$ cat config.mk
export PLATFORM = sky130hd
export DESIGN_NAME = multichannel_linear_tween_flat
export DESIGN_NICKNAME = d
export VERILOG_FILES = /design/src/rtl/mlt_pkg.sv /design/src/rtl/mlt_if.sv /design/src/rtl/mlt_ctrl.sv /design/src/rtl/mlt_dp.sv /design/src/rtl/multichannel_linear_tween.sv /design/src/flat_wrapper.sv
export SDC_FILE = /design/constraint.sdc
export NUM_CORES = 2
export LEC_CHECK = 0
export BUFFER_PORTS_ARGS = -buffer_cell sky130_fd_sc_hd__buf_2
export CORE_MARGIN = 2
export CORE_UTILIZATION = 31
export CTS_CLUSTER_DIAMETER = 100
export DETAILED_ROUTE_END_ITERATION = 16
export SETUP_SLACK_MARGIN = 0.4
export SKIP_CTS_REPAIR_TIMING = 1
export SKIP_LAST_GASP = 1
export SLEW_MARGIN = 10
export SYNTH_ARGS = -nofsm -noshare
export SYNTH_HDL_FRONTEND = slang
export SYNTH_HIERARCHICAL = 1
export SYNTH_SLANG_ARGS = --single-unit
$ cat constraint.sdc
create_clock -name clk_i -period 13.4 [get_ports clk_i]
set_input_delay 2.01 -clock clk_i [delete_from_list [all_inputs] [get_ports clk_i]]
set_output_delay 2.01 -clock clk_i [all_outputs]
set_load 0.02 [all_outputs]
$ cat src/rtl/mlt_pkg.sv
// mlt_pkg: shared constants, state encoding and command/status types
// for the multichannel linear tween block; no dependencies
package mlt_pkg;

  localparam int CHANNELS = 8;
  localparam int CHAN_W   = 3;
  localparam int DATA_W   = 32;
  localparam int PROD_W   = 2 * DATA_W;
  localparam int CNT_W    = $clog2(DATA_W);

  localparam logic KIND_START = 1'b0;
  localparam logic KIND_TICK  = 1'b1;

  typedef enum logic [3:0] {
    ST_IDLE,
    ST_SCAN,
    ST_LOAD,
    ST_CHECK,
    ST_MOD,
    ST_MUL,
    ST_QSTART,
    ST_QUO,
    ST_EMIT
  } mlt_state_e;

  typedef struct packed {
    logic              tick_latch;
    logic              start_wr;
    logic              load;
    logic              mod_start;
    logic              mod_take;
    logic              mul;
    logic              quo_start;
    logic              emit;
    logic [CHAN_W-1:0] idx;
  } mlt_cmd_t;

  typedef struct packed {
    logic cur_active;
    logic cur_last;
    logic need_mod;
    logic lerp;
    logic div_busy;
    logic out_free;
  } mlt_sts_t;

endpackage

$ cat src/rtl/mlt_if.sv
// mlt_in_if / mlt_out_if: valid/ready channels for start/tick items and results
// depends on mlt_pkg
interface mlt_in_if;
  import mlt_pkg::*;
  logic                     valid;
  logic                     ready;
  logic                     kind;
  logic [CHAN_W-1:0]        channel;
  logic [DATA_W-1:0]        time_req;
  logic signed [DATA_W-1:0] from_value;
  logic signed [DATA_W-1:0] to_value;
  logic [DATA_W-1:0]        duration;
  logic                     loop;

  modport source (output valid, kind, channel, time_req, from_value, to_value, duration, loop,
                  input ready);
  modport sink   (input valid, kind, channel, time_req, from_value, to_value, duration, loop,
                  output ready);
endinterface

interface mlt_out_if;
  import mlt_pkg::*;
  logic                     valid;
  logic                     ready;
  logic [CHAN_W-1:0]        channel_out;
  logic signed [DATA_W-1:0] value;
  logic                     finished;
  logic                     last;

  modport source (output valid, channel_out, value, finished, last, input ready);
  modport sink   (input valid, channel_out, value, finished, last, output ready);
endinterface

$ cat src/rtl/mlt_ctrl.sv
// mlt_ctrl: sequencer that walks the channels on a tick and steps the datapath
// depends on mlt_pkg
module mlt_ctrl
  import mlt_pkg::*;
(
  input  logic     clk_i,
  input  logic     rst_ni,
  input  logic     in_valid_i,
  input  logic     in_kind_i,
  output logic     in_ready_o,
  input  mlt_sts_t sts_i,
  output mlt_cmd_t cmd_o
);

  mlt_state_e        st_q, st_d;
  logic [CHAN_W-1:0] idx_q, idx_d;
  logic              accept;
  logic              idx_end;

  assign in_ready_o = (st_q == ST_IDLE);
  assign accept     = in_valid_i && in_ready_o;
  assign idx_end    = (int'(idx_q) == CHANNELS - 1);

  always_ff @(posedge clk_i or negedge rst_ni) begin
    if (!rst_ni) begin
      st_q  <= ST_IDLE;
      idx_q <= '0;
    end else begin
      st_q  <= st_d;
      idx_q <= idx_d;
    end
  end

  // next state
  always_comb begin
    st_d  = st_q;
    idx_d = idx_q;
    unique case (st_q)
      ST_IDLE: begin
        if (accept && in_kind_i == KIND_TICK) begin
          st_d  = ST_SCAN;
          idx_d = '0;
        end
      end
      ST_SCAN: begin
        if (sts_i.cur_active) begin
          st_d = ST_LOAD;
        end else if (idx_end) begin
          st_d = ST_IDLE;
        end else begin
          idx_d = idx_q + CHAN_W'(1);
        end
      end
      ST_LOAD: st_d = ST_CHECK;
      ST_CHECK: begin
        if (sts_i.need_mod) begin
          st_d = ST_MOD;
        end else if (sts_i.lerp) begin
          st_d = ST_MUL;
        end else begin
          st_d = ST_EMIT;
        end
      end
      ST_MOD: begin
        if (!sts_i.div_busy) begin
          st_d = ST_MUL;
        end
      end
      ST_MUL:    st_d = ST_QSTART;
      ST_QSTART: st_d = ST_QUO;
      ST_QUO: begin
        if (!sts_i.div_busy) begin
          st_d = ST_EMIT;
        end
      end
      ST_EMIT: begin
        if (sts_i.out_free) begin
          if (sts_i.cur_last || idx_end) begin
            st_d = ST_IDLE;
          end else begin
            st_d  = ST_SCAN;
            idx_d = idx_q + CHAN_W'(1);
          end
        end
      end
      default: st_d = ST_IDLE;
    endcase
  end

  // outputs
  always_comb begin
    cmd_o     = '0;
    cmd_o.idx = idx_q;
    unique case (st_q)
      ST_IDLE: begin
        cmd_o.tick_latch = accept && in_kind_i == KIND_TICK;
        cmd_o.start_wr   = accept && in_kind_i == KIND_START;
      end
      ST_SCAN:   ;
      ST_LOAD:   cmd_o.load = 1'b1;
      ST_CHECK:  cmd_o.mod_start = sts_i.need_mod;
      ST_MOD:    cmd_o.mod_take = !sts_i.div_busy;
      ST_MUL:    cmd_o.mul = 1'b1;
      ST_QSTART: cmd_o.quo_start = 1'b1;
      ST_QUO:    ;
      ST_EMIT:   cmd_o.emit = sts_i.out_free;
      default:   ;
    endcase
  end

`ifndef SYNTH
  a_idle_no_div: assert property (@(posedge clk_i) disable iff (!rst_ni)
    st_q == ST_IDLE |-> !sts_i.div_busy)
    else $error("divider busy while idle");
  a_emit_free: assert property (@(posedge clk_i) disable iff (!rst_ni)
    cmd_o.emit |-> sts_i.out_free)
    else $error("result emitted into a full output register");
  a_tick_scan: assert property (@(posedge clk_i) disable iff (!rst_ni)
    (accept && in_kind_i == KIND_TICK) |=> (st_q == ST_SCAN && idx_q == '0))
    else $error("tick did not start a channel scan");
`endif

endmodule

$ cat src/rtl/mlt_dp.sv
// mlt_dp: channel state, elapsed time, multiplier, shared serial divider
// and output register; depends on mlt_pkg
module mlt_dp
  import mlt_pkg::*;
(
  input  logic                     clk_i,
  input  logic                     rst_ni,
  input  mlt_cmd_t                 cmd_i,
  output mlt_sts_t                 sts_o,
  input  logic [CHAN_W-1:0]        in_channel_i,
  input  logic [DATA_W-1:0]        in_time_i,
  input  logic signed [DATA_W-1:0] in_from_i,
  input  logic signed [DATA_W-1:0] in_to_i,
  input  logic [DATA_W-1:0]        in_dur_i,
  input  logic                     in_loop_i,
  output logic                     out_valid_o,
  input  logic                     out_ready_i,
  output logic [CHAN_W-1:0]        out_channel_o,
  output logic signed [DATA_W-1:0] out_value_o,
  output logic                     out_finished_o,
  output logic                     out_last_o
);

  logic [DATA_W-1:0]        start_q [CHANNELS];
  logic signed [DATA_W-1:0] from_q  [CHANNELS];
  logic signed [DATA_W-1:0] to_q    [CHANNELS];
  logic [DATA_W-1:0]        dur_q   [CHANNELS];
  logic                     loop_q  [CHANNELS];
  logic [CHANNELS-1:0]      active_q;

  logic [DATA_W-1:0] time_q, elapsed_q, rem_q, dvd_q;
  logic [PROD_W-1:0] prod_q;
  logic [CNT_W-1:0]  cnt_q;
  logic              busy_q;

  logic                     out_valid_q, out_fin_q, out_last_q;
  logic [CHAN_W-1:0]        out_ch_q;
  logic signed [DATA_W-1:0] out_val_q;

  logic [DATA_W-1:0]   from_cur, to_cur, dur_cur;
  logic [DATA_W:0]     diff, r33;
  logic [DATA_W-1:0]   mag, rem_step, lerp_val;
  logic                ge, ch_ok, fin;
  logic [CHANNELS-1:0] above;

  assign from_cur = from_q[cmd_i.idx];
  assign to_cur   = to_q[cmd_i.idx];
  assign dur_cur  = dur_q[cmd_i.idx];
  assign ch_ok    = (int'(in_channel_i) < CHANNELS);

  assign diff     = {to_cur[DATA_W-1], to_cur} - {from_cur[DATA_W-1], from_cur};
  assign mag      = diff[DATA_W] ? DATA_W'(-diff) : diff[DATA_W-1:0];
  assign lerp_val = diff[DATA_W] ? from_cur - dvd_q : from_cur + dvd_q;

  // one restoring step: remainder stays below the divisor
  assign r33      = {rem_q, dvd_q[DATA_W-1]};
  assign ge       = (r33 >= {1'b0, dur_cur});
  assign rem_step = ge ? DATA_W'(r33 - {1'b0, dur_cur}) : r33[DATA_W-1:0];

  assign fin = !(elapsed_q < dur_cur);

  always_comb begin
    for (int j = 0; j < CHANNELS; j++) begin
      above[j] = active_q[j] && (j > int'(cmd_i.idx));
    end
  end

  assign sts_o.cur_active = active_q[cmd_i.idx];
  assign sts_o.cur_last   = ~|above;
  assign sts_o.need_mod   = loop_q[cmd_i.idx] && (dur_cur != '0) && !(elapsed_q < dur_cur);
  assign sts_o.lerp       = (elapsed_q < dur_cur);
  assign sts_o.div_busy   = busy_q;
  assign sts_o.out_free   = !out_valid_q || out_ready_i;

  always_ff @(posedge clk_i or negedge rst_ni) begin
    if (!rst_ni) begin
      active_q    <= '0;
      busy_q      <= 1'b0;
      cnt_q       <= '0;
      out_valid_q <= 1'b0;
    end else begin
      if (cmd_i.start_wr && ch_ok) begin
        active_q[in_channel_i] <= 1'b1;
      end
      if (cmd_i.emit && fin) begin
        active_q[cmd_i.idx] <= 1'b0;
      end
      if (cmd_i.mod_start || cmd_i.quo_start) begin
        busy_q <= 1'b1;
        cnt_q  <= '0;
      end else if (busy_q) begin
        cnt_q <= cnt_q + CNT_W'(1);
        if (cnt_q == CNT_W'(DATA_W - 1)) begin
          busy_q <= 1'b0;
        end
      end
      if (cmd_i.emit) begin
        out_valid_q <= 1'b1;
      end else if (out_ready_i) begin
        out_valid_q <= 1'b0;
      end
    end
  end

  always_ff @(posedge clk_i) begin
    if (cmd_i.start_wr && ch_ok) begin
      start_q[in_channel_i] <= in_time_i;
      from_q[in_channel_i]  <= in_from_i;
      to_q[in_channel_i]    <= in_to_i;
      dur_q[in_channel_i]   <= in_dur_i;
      loop_q[in_channel_i]  <= in_loop_i;
    end
    if (cmd_i.tick_latch) begin
      time_q <= in_time_i;
    end
    if (cmd_i.load) begin
      elapsed_q <= time_q - start_q[cmd_i.idx];
    end else if (cmd_i.mod_take) begin
      elapsed_q <= rem_q;
    end
    if (cmd_i.mul) begin
      prod_q <= PROD_W'(mag) * PROD_W'(elapsed_q);
    end
    if (cmd_i.mod_start) begin
      rem_q <= '0;
      dvd_q <= elapsed_q;
    end else if (cmd_i.quo_start) begin
      rem_q <= prod_q[PROD_W-1:DATA_W];
      dvd_q <= prod_q[DATA_W-1:0];
    end else if (busy_q) begin
      rem_q <= rem_step;
      dvd_q <= {dvd_q[DATA_W-2:0], ge};
    end
    if (cmd_i.emit) begin
      out_ch_q   <= cmd_i.idx;
      out_val_q  <= fin ? to_cur : lerp_val;
      out_fin_q  <= fin;
      out_last_q <= ~|above;
    end
  end

  assign out_valid_o    = out_valid_q;
  assign out_channel_o  = out_ch_q;
  assign out_value_o    = out_val_q;
  assign out_finished_o = out_fin_q;
  assign out_last_o     = out_last_q;

`ifndef SYNTH
  a_fin_clears: assert property (@(posedge clk_i) disable iff (!rst_ni)
    (cmd_i.emit && fin) |=> !active_q[$past(cmd_i.idx)])
    else $error("finished channel still active");
  a_start_sets: assert property (@(posedge clk_i) disable iff (!rst_ni)
    (cmd_i.start_wr && ch_ok) |=> active_q[$past(in_channel_i)])
    else $error("started channel not active");
  a_emit_only: assert property (@(posedge clk_i) disable iff (!rst_ni)
    $rose(out_valid_q) |-> $past(cmd_i.emit))
    else $error("output valid without an emit");
`endif

endmodule

$ cat src/rtl/multichannel_linear_tween.sv
// multichannel_linear_tween: top level joining controller and datapath
// depends on mlt_pkg, mlt_if, mlt_ctrl, mlt_dp
//
// channel  dir  payload
// in_i     in   kind, channel, time_req, from_value, to_value, duration, loop
// out_o    out  channel_out, value, finished, last
//
// a start transaction is written from the idle state; a tick scans the channels,
// skipping inactive ones, loading, checking and emitting finishing ones, adding the
// multiply and 32-step quotient on the shared serial divider for interpolated ones,
// and first a 32-step modulo for a looping channel past a nonzero duration;
// no input is taken until the tick's last result sits in the output register
// a stalled output holds the scan at that channel; reset clears the active mask
module multichannel_linear_tween
  import mlt_pkg::*;
(
  input  logic clk_i,
  input  logic rst_ni,
  mlt_in_if.sink    in_i,
  mlt_out_if.source out_o
);

  mlt_cmd_t cmd;
  mlt_sts_t sts;
  logic     in_ready;

  assign in_i.ready = in_ready;

  mlt_ctrl u_ctrl (
    .clk_i      (clk_i),
    .rst_ni     (rst_ni),
    .in_valid_i (in_i.valid),
    .in_kind_i  (in_i.kind),
    .in_ready_o (in_ready),
    .sts_i      (sts),
    .cmd_o      (cmd)
  );

  mlt_dp u_dp (
    .clk_i          (clk_i),
    .rst_ni         (rst_ni),
    .cmd_i          (cmd),
    .sts_o          (sts),
    .in_channel_i   (in_i.channel),
    .in_time_i      (in_i.time_req),
    .in_from_i      (in_i.from_value),
    .in_to_i        (in_i.to_value),
    .in_dur_i       (in_i.duration),
    .in_loop_i      (in_i.loop),
    .out_valid_o    (out_o.valid),
    .out_ready_i    (out_o.ready),
    .out_channel_o  (out_o.channel_out),
    .out_value_o    (out_o.value),
    .out_finished_o (out_o.finished),
    .out_last_o     (out_o.last)
  );

endmodule

$ cat src/flat_wrapper.sv
// flat-port wrapper written by rule: the top's interface ports become plain ports
module multichannel_linear_tween_flat import mlt_pkg::*;
  (clk_i, rst_ni, in_i_valid, in_i_kind, in_i_channel, in_i_time_req, in_i_from_value, in_i_to_value, in_i_duration, in_i_loop, in_i_ready, out_o_valid, out_o_channel_out, out_o_value, out_o_finished, out_o_last, out_o_ready);
  mlt_in_if in_i_i ();
  mlt_out_if out_o_i ();
  input  logic clk_i;
  input  logic rst_ni;
  input wire logic [$bits(in_i_i.valid)-1:0] in_i_valid;
  input wire logic [$bits(in_i_i.kind)-1:0] in_i_kind;
  input wire logic [$bits(in_i_i.channel)-1:0] in_i_channel;
  input wire logic [$bits(in_i_i.time_req)-1:0] in_i_time_req;
  input wire logic [$bits(in_i_i.from_value)-1:0] in_i_from_value;
  input wire logic [$bits(in_i_i.to_value)-1:0] in_i_to_value;
  input wire logic [$bits(in_i_i.duration)-1:0] in_i_duration;
  input wire logic [$bits(in_i_i.loop)-1:0] in_i_loop;
  output wire logic [$bits(in_i_i.ready)-1:0] in_i_ready;
  output wire logic [$bits(out_o_i.valid)-1:0] out_o_valid;
  output wire logic [$bits(out_o_i.channel_out)-1:0] out_o_channel_out;
  output wire logic [$bits(out_o_i.value)-1:0] out_o_value;
  output wire logic [$bits(out_o_i.finished)-1:0] out_o_finished;
  output wire logic [$bits(out_o_i.last)-1:0] out_o_last;
  input wire logic [$bits(out_o_i.ready)-1:0] out_o_ready;
  assign in_i_i.valid = in_i_valid;
  assign in_i_i.kind = in_i_kind;
  assign in_i_i.channel = in_i_channel;
  assign in_i_i.time_req = in_i_time_req;
  assign in_i_i.from_value = in_i_from_value;
  assign in_i_i.to_value = in_i_to_value;
  assign in_i_i.duration = in_i_duration;
  assign in_i_i.loop = in_i_loop;
  assign in_i_ready = in_i_i.ready;
  assign out_o_valid = out_o_i.valid;
  assign out_o_channel_out = out_o_i.channel_out;
  assign out_o_value = out_o_i.value;
  assign out_o_finished = out_o_i.finished;
  assign out_o_last = out_o_i.last;
  assign out_o_i.ready = out_o_ready;
  multichannel_linear_tween u_core (.clk_i(clk_i), .rst_ni(rst_ni), .in_i(in_i_i), .out_o(out_o_i));
endmodule
Word level (Yosys, flattened, before mapping):

Memory sizes are Yosys's and may differ from the RTL's.
Index checks and enable logic that the tools add are counted.

* logic and storage cells: 148
* output and inout port bits: 39
* memories kept: 5
* RAM bits: 1032
* bits in registers: 251

Memories
* u_core.u_dp.dur_q: words 8, width 32, rd ports 1, clocked after Yosys merged registers in 0, wr ports 1, RTL line mlt_dp.sv:27 `logic [DATA_W-1:0] dur_q [CHANNELS];`
* u_core.u_dp.from_q: words 8, width 32, rd ports 1, clocked after Yosys merged registers in 0, wr ports 1, RTL line mlt_dp.sv:25 `logic signed [DATA_W-1:0] from_q [CHANNELS];`
* u_core.u_dp.start_q: words 8, width 32, rd ports 1, clocked after Yosys merged registers in 0, wr ports 1, RTL line mlt_dp.sv:24 `logic [DATA_W-1:0] start_q [CHANNELS];`
* u_core.u_dp.to_q: words 8, width 32, rd ports 1, clocked after Yosys merged registers in 0, wr ports 1, RTL line mlt_dp.sv:26 `logic signed [DATA_W-1:0] to_q [CHANNELS];`
* u_core.u_dp.loop_q: words 8, width 1, rd ports 1, clocked after Yosys merged registers in 0, wr ports 1, RTL line mlt_dp.sv:28 `logic loop_q [CHANNELS];`

* bitwise operators: 4
* equality and inequality tests: 18
* reduce and logical (&&, ||, !) cells: 33
* multiplexer cells: 51
* multiply operators: 1
* magnitude comparators: 13
* $add $sub $neg: 8

Operator list (count)
* 2-to-1 mux 32 bit: 11
* subtractor 32 bit: 3
* multiplier 32 x 32 -> 64 bit: 1
* one-hot mux 4 bit (9 select lines): 1
* greater-or-equal comparator 33 x 32 -> 1 bit: 1
* subtractor 32 x 32 -> 33 bit: 1
* adder 32 bit: 1
* less-than comparator 32 bit: 1
* 2-to-1 mux 4 bit: 8
* negator 32 bit: 1
* nonzero test 32 bit: 1
* 2-to-1 mux 1 bit: 17
* == test 4 x 3 -> 1 bit, second input constant: 4
* 2-to-1 mux 8 bit: 2
* logical AND 1 bit: 15
* 2-to-1 mux 3 bit: 5
* greater-than comparator 3 bit, first input constant: 4
* inequality test 2 bit, second input constant: 6
* 2-to-1 mux 5 bit: 2
* one-hot mux 3 bit (3 select lines): 1
* bitwise AND 8 bit: 1
* == test 4 x 2 -> 1 bit, second input constant: 2
* less-than comparator 3 x 4 -> 1 bit, second input constant: 2
* NOT 8 bit: 1
* other kinds (24): 36

Longest topological paths before layout:

* word-level depth: 8
* mapped depth: 54

Modules after synthesis:

The synthesis kept the hierarchy.

By module, submodules not included
* mlt_dp: area an instance 89159.3 um2, sequential area each 37921.4 um2, cells each 7659, times used 1
* mlt_ctrl: area an instance 593.1 um2, sequential area each 175.2 um2, cells each 72, times used 1

Least setup slack after synthesis:

No wires, ideal clock.

* kind: register to register
* start point: register u_core.u_ctrl.idx_q[0]
* end point: register u_core.u_dp.prod_q[63], data pin
* library setup time: 0.280 ns
* buffers on the path: 6
* stages on the path, launching flop included: 50
* path slack: 0.840 ns
* data arrival time: 12.280 ns
* data required time: 13.120 ns
* cells stage by stage: dfrtp_1 > clkbuf_1 > clkinv_1 > nor3_1 > clkbuf_1 > buf_1 > clkbuf_1 > clkbuf_1 > a22oi_1 > and4_1 > inv_1 > ha_1 > fa_1 > nor2b_1 > o31a_1 > o21ai_2 > a31oi_2 > a311oi_2 > (+14 left out) > fa_1 > fa_1 > fa_1 > inv_1 > fa_1 > inv_1 > ha_1 > a21o_1 > a21o_1 > a21oi_1 > o21ai_0 > a221oi_1 > o32a_1 > a21oi_1 > nor4bb_1 > o31ai_1 > nor4_1 > a311oi_1

* cells in the longest elaborated chain, start to end: 5
* elaborated cells on any way between the ends: 6

RTL lines
* start, declared: RTL line mlt_ctrl.sv:16 `logic [CHAN_W-1:0] idx_q, idx_d;`
* start signal, assigned: RTL line mlt_ctrl.sv:30 `idx_q <= idx_d;`
* memory read (8 x 32 bit), on equally long branches
* subtractor 32 x 32 -> 33 bit *: RTL line mlt_dp.sv:51 `assign diff = {to_cur[DATA_W-1], to_cur} - {from_cur[DATA_W-1], from_cur};`
* negator 32 bit: RTL line mlt_dp.sv:52 `assign mag = diff[DATA_W] ? DATA_W'(-diff) : diff[DATA_W-1:0];`
* 2-to-1 mux 32 bit *: RTL line mlt_dp.sv:52
* multiplier 32 x 32 -> 64 bit *: RTL line mlt_dp.sv:122 `prod_q <= PROD_W'(mag) * PROD_W'(elapsed_q);`
* end signal, assigned: RTL line mlt_dp.sv:122
* end, declared: RTL line mlt_dp.sv:32 `logic [PROD_W-1:0] prod_q;`

Mark *: on every way between the ends. The rest lies on a longest branch, timed or not.
A chain may end at the register's enable or synchronous reset.

Worst setup path in the final report:

Ends and elaborated chain as after synthesis.

==> results.md <==
STA:
- The time the final worst path needs with I/O delays and setup is 12.64 ns.
- The worst max-slew margin expressed relative to the limit is 0.782%.
- The achievable frequency is 0.0791 GHz.
- The number of setup violations in the final report is 0.
- The final count of pins violating max slew is 0.
- At the pin with the least slew margin, the transition time is 1.47 ns.
- The count of endpoints failing hold in the final timing report is 0.
- The aggregate negative setup slack is 0 ns.
- Setup repair after global routing could not meet its margin everywhere.
- Clock skew on the completed layout was measured at 0.0553 ns.
- The final cycle utilization of the critical path is 94.3%.

Final layout:
- The most common library cell in the layout ignoring fill and taps is edfxtp_1.
- In the layout the commonest cells are 1229 x edfxtp_1, 1016 x inv_1, 900 x fa_1.
- The cell area after layout is 101000 um2.
- The signed area change from the synthesized netlist to the final layout is 12.9%.
- In the final layout, the share of cells above drive strength 1 is 10.5%.
- The layout has 27900 filler cells.
- The final net count is 9311.
- For this run, the share of the core covered by cells in the final layout is 35.2%.

Synthesis:
- The share of synthesized registers carrying an async set or reset is 1.71%.
- The Yosys step of the flow raised 6 warnings.
- The synthesized instance count is 7731.
- Summing the sequential cell areas from Yosys gives 42.4% of the chip area.
- In the synthesized netlist the dominant register cell turns out to be edfxtp_1.
- The fraction of post-synthesis cell area in the top cell type by area is 41.1%.
- The number of nets in the synthesized netlist is 9194.
- The cell type with the largest total area after synthesis is edfxtp_1.
- The number of enable flip-flop cells after synthesis is 1229.
- Yosys attributes the largest share of cell area to edfxtp_1 41%, fa_1 20%, ha_1 5.9%.
- The average instance in the mapped netlist occupies 11.6 um2.
- The count of cell types in the netlist is 94.
- The area of the mapped netlist is 89800 um2.
- The synthesized flop and latch total is 1283.

Worst hold path:
- The path type of the worst min-delay path is reg -> reg.

Placement:
- The placed cell area is 96100 um2.
- Routability-driven placement finished with a final weighted congestion of 0.948.
- The HPWL after detailed placement is 192 mm.
- The number of I/O port buffers is 175.

Flow run:
- Max-cap violations in this run came to 1.

Detailed routing:
- The total wire length is 272 mm.
- The number of vias per cell after detailed routing is 5.20.
- The final antenna-violating net count is 0.
- The detailed router's first-iteration violation count is 5120.
- The highest layer touched by signal routing is met5.
- For this run, the detailed router's first-pass iteration total came to 5.
- The met3 routed wirelength is 17.9 mm.
- In the detailed route, the total length drawn on met2 is 126 mm.
- Summing over every cut layer, the via total after detailed routing is 61100.
- After detailed routing, the average wire length per cell comes to 23.1 um.
- For this block, wires on met1 add up to 115 mm.
- For this run, design rule violations remaining after detail routing come to 0.

Setup path:
- Data on the critical path is required at its endpoint by 13.84 ns.
- The most numerous cell type found on the critical path is fa_1.
- The maximum fanout along the worst path is 39.
- The critical path is of the reg -> reg type.
- The cell at the slowest stage of the critical path is fa_1.
- At the worst endpoint, the arrival time is 13.07 ns.
- STA classifies the critical path startpoint as a flop.
- The type of destination of the critical path is a flop.
- For this run, the slowest stage of the critical path takes 0.56 ns.

Die:
- The number of ports placed on the die boundary is 176.
- The floorplan step set the die width to 542 um.
- The effective utilization at floorplan is 31.1%.
- The floorplan has 197 rows.
- The core region is 288000 um2.
- The floorplan step defined a die boundary enclosing 294000 um2.
- The height of the die is 542 um.

Clocking:
- TritonCTS created 113 clock buffers.
- The number of sinks on the clock net is 1283.
- The CTS tree is built.
- The H-tree generated during clock tree synthesis spans 3 levels.
- The largest buffer count on any clock path is 3.
- The clock reaches the later pin of the worst-skew pair after 0.76 ns.
- The clock root buffer is clkbuf_16.
- The clock-pin slew on the worst setup and hold paths is 0.07 ns.

Global routing:
- The global-route wire length before repair is 407 mm.
- The remaining global-route overflow is 0.
- The overall track demand over capacity in global routing is 18.2%.
- The number of global-route vias before repair is 63300.
- The number of antenna violations at the first check in global routing is 55.
- The largest net degree at the start of global routing is 131.

Run status:
- The final reports fail on capacitance limit.
- The flow ran to the end, but the final reports show violations.
## final cells by class
cell class	instances	area (um2)	area share (%)
inverter	1018	3820	3.77
timing repair buffer	463	3630	3.59
clock inverter	90	1200	1.19
tap	3781	4730	4.67
sequential	1283	38100	37.6
antenna	18	45.0	0.0444
clock buffer	125	2900	2.86
multi-input combinational	4969	46900	46.3
## per-layer routing
metal  GRT usage, %  up-vias
met5              0        -
li1               -    27000
met3           2.67      434
met1           24.4    31400
met4           7.16       62
met2           29.5     2194
## registers in the layout, indices dropped and copies added (netlist names), 64 cells and up
name and count:
u_core/u_dp/start_q 256, u_core/u_dp/from_q 256, u_core/u_dp/dur_q 256, u_core/u_dp/prod_q 64, u_core/u_dp/to_q 256
## path summary, 6_finish.rpt
check | from | slack (ns) | to | depth (start not counted)
max | u_core/u_ctrl/idx_q[0] | 0.76 | u_core/u_dp/prod_q[63] | 50
min | u_core/u_dp/prod_q[34] | 0.45 | u_core/u_dp/rem_q[2] | 1
max reg2reg | u_core/u_ctrl/idx_q[0] | 0.76 | u_core/u_dp/prod_q[63] | 50
min reg2reg | u_core/u_dp/prod_q[34] | 0.45 | u_core/u_dp/rem_q[2] | 1
max in group asynchronous | rst_ni | 11.64 | u_core/u_dp/busy_q | 1
min in group asynchronous | rst_ni | 1.31 | u_core/u_ctrl/idx_q[2] | 1
## worst max-delay path, delay by kind of cell, from the launching register on
family | cells | cell delay (ns)
buffers and inverters | 14 | 2.16
AND/OR/NAND/NOR | 10 | 1.94
flip-flops | 1 | 0.40
adder cells (fa/ha/maj) | 10 | 4.92
AO/OA/AOI/OAI | 15 | 2.52
XOR/XNOR | 1 | 0.36
## kinds of logic after synthesis
family,share of synthesized area [%]
fa+ha+maj,26.0
buf+inv,6.24
compound gates,10.7
flops,42.4
mux,1.37
xor+xnor,2.20
simple gates,11.0
## cell usage after synthesis, drive strengths merged, types with 60 or more instances
| cell | instances |
|---|---|
| a21o | 135 |
| a21oi | 227 |
| a22oi | 440 |
| and2 | 424 |
| and3 | 121 |
| and4 | 65 |
| buf | 60 |
| clkbuf | 401 |
| edfxtp | 1229 |
| fa | 900 |
| ha | 426 |
| inv | 1016 |
| mux2i | 90 |
| nand2 | 699 |
| nand3 | 112 |
| nand4 | 90 |
| nor2 | 167 |
| o21ai | 208 |
| xnor2 | 136 |
| xor2 | 89 |
## metrics by stage
stage / hold slack (ns) / setup WS, ns / cells
2_1_floorplan: 0.418 / 0.840 / 7731
3_3_place_gp: 0.440 / 0.209 / 11500
3_5_place_dp: 0.428 / 0.0968 / 11500
4_1_cts: 0.453 / 0.0276 / 11700
5_1_grt: 0.480 / 0.251 / 11700
6_report: 0.452 / 0.765 / 11700
Power is not shown: default switching activity piles up to over one toggle a cycle in this logic, so the estimate is an artifact.
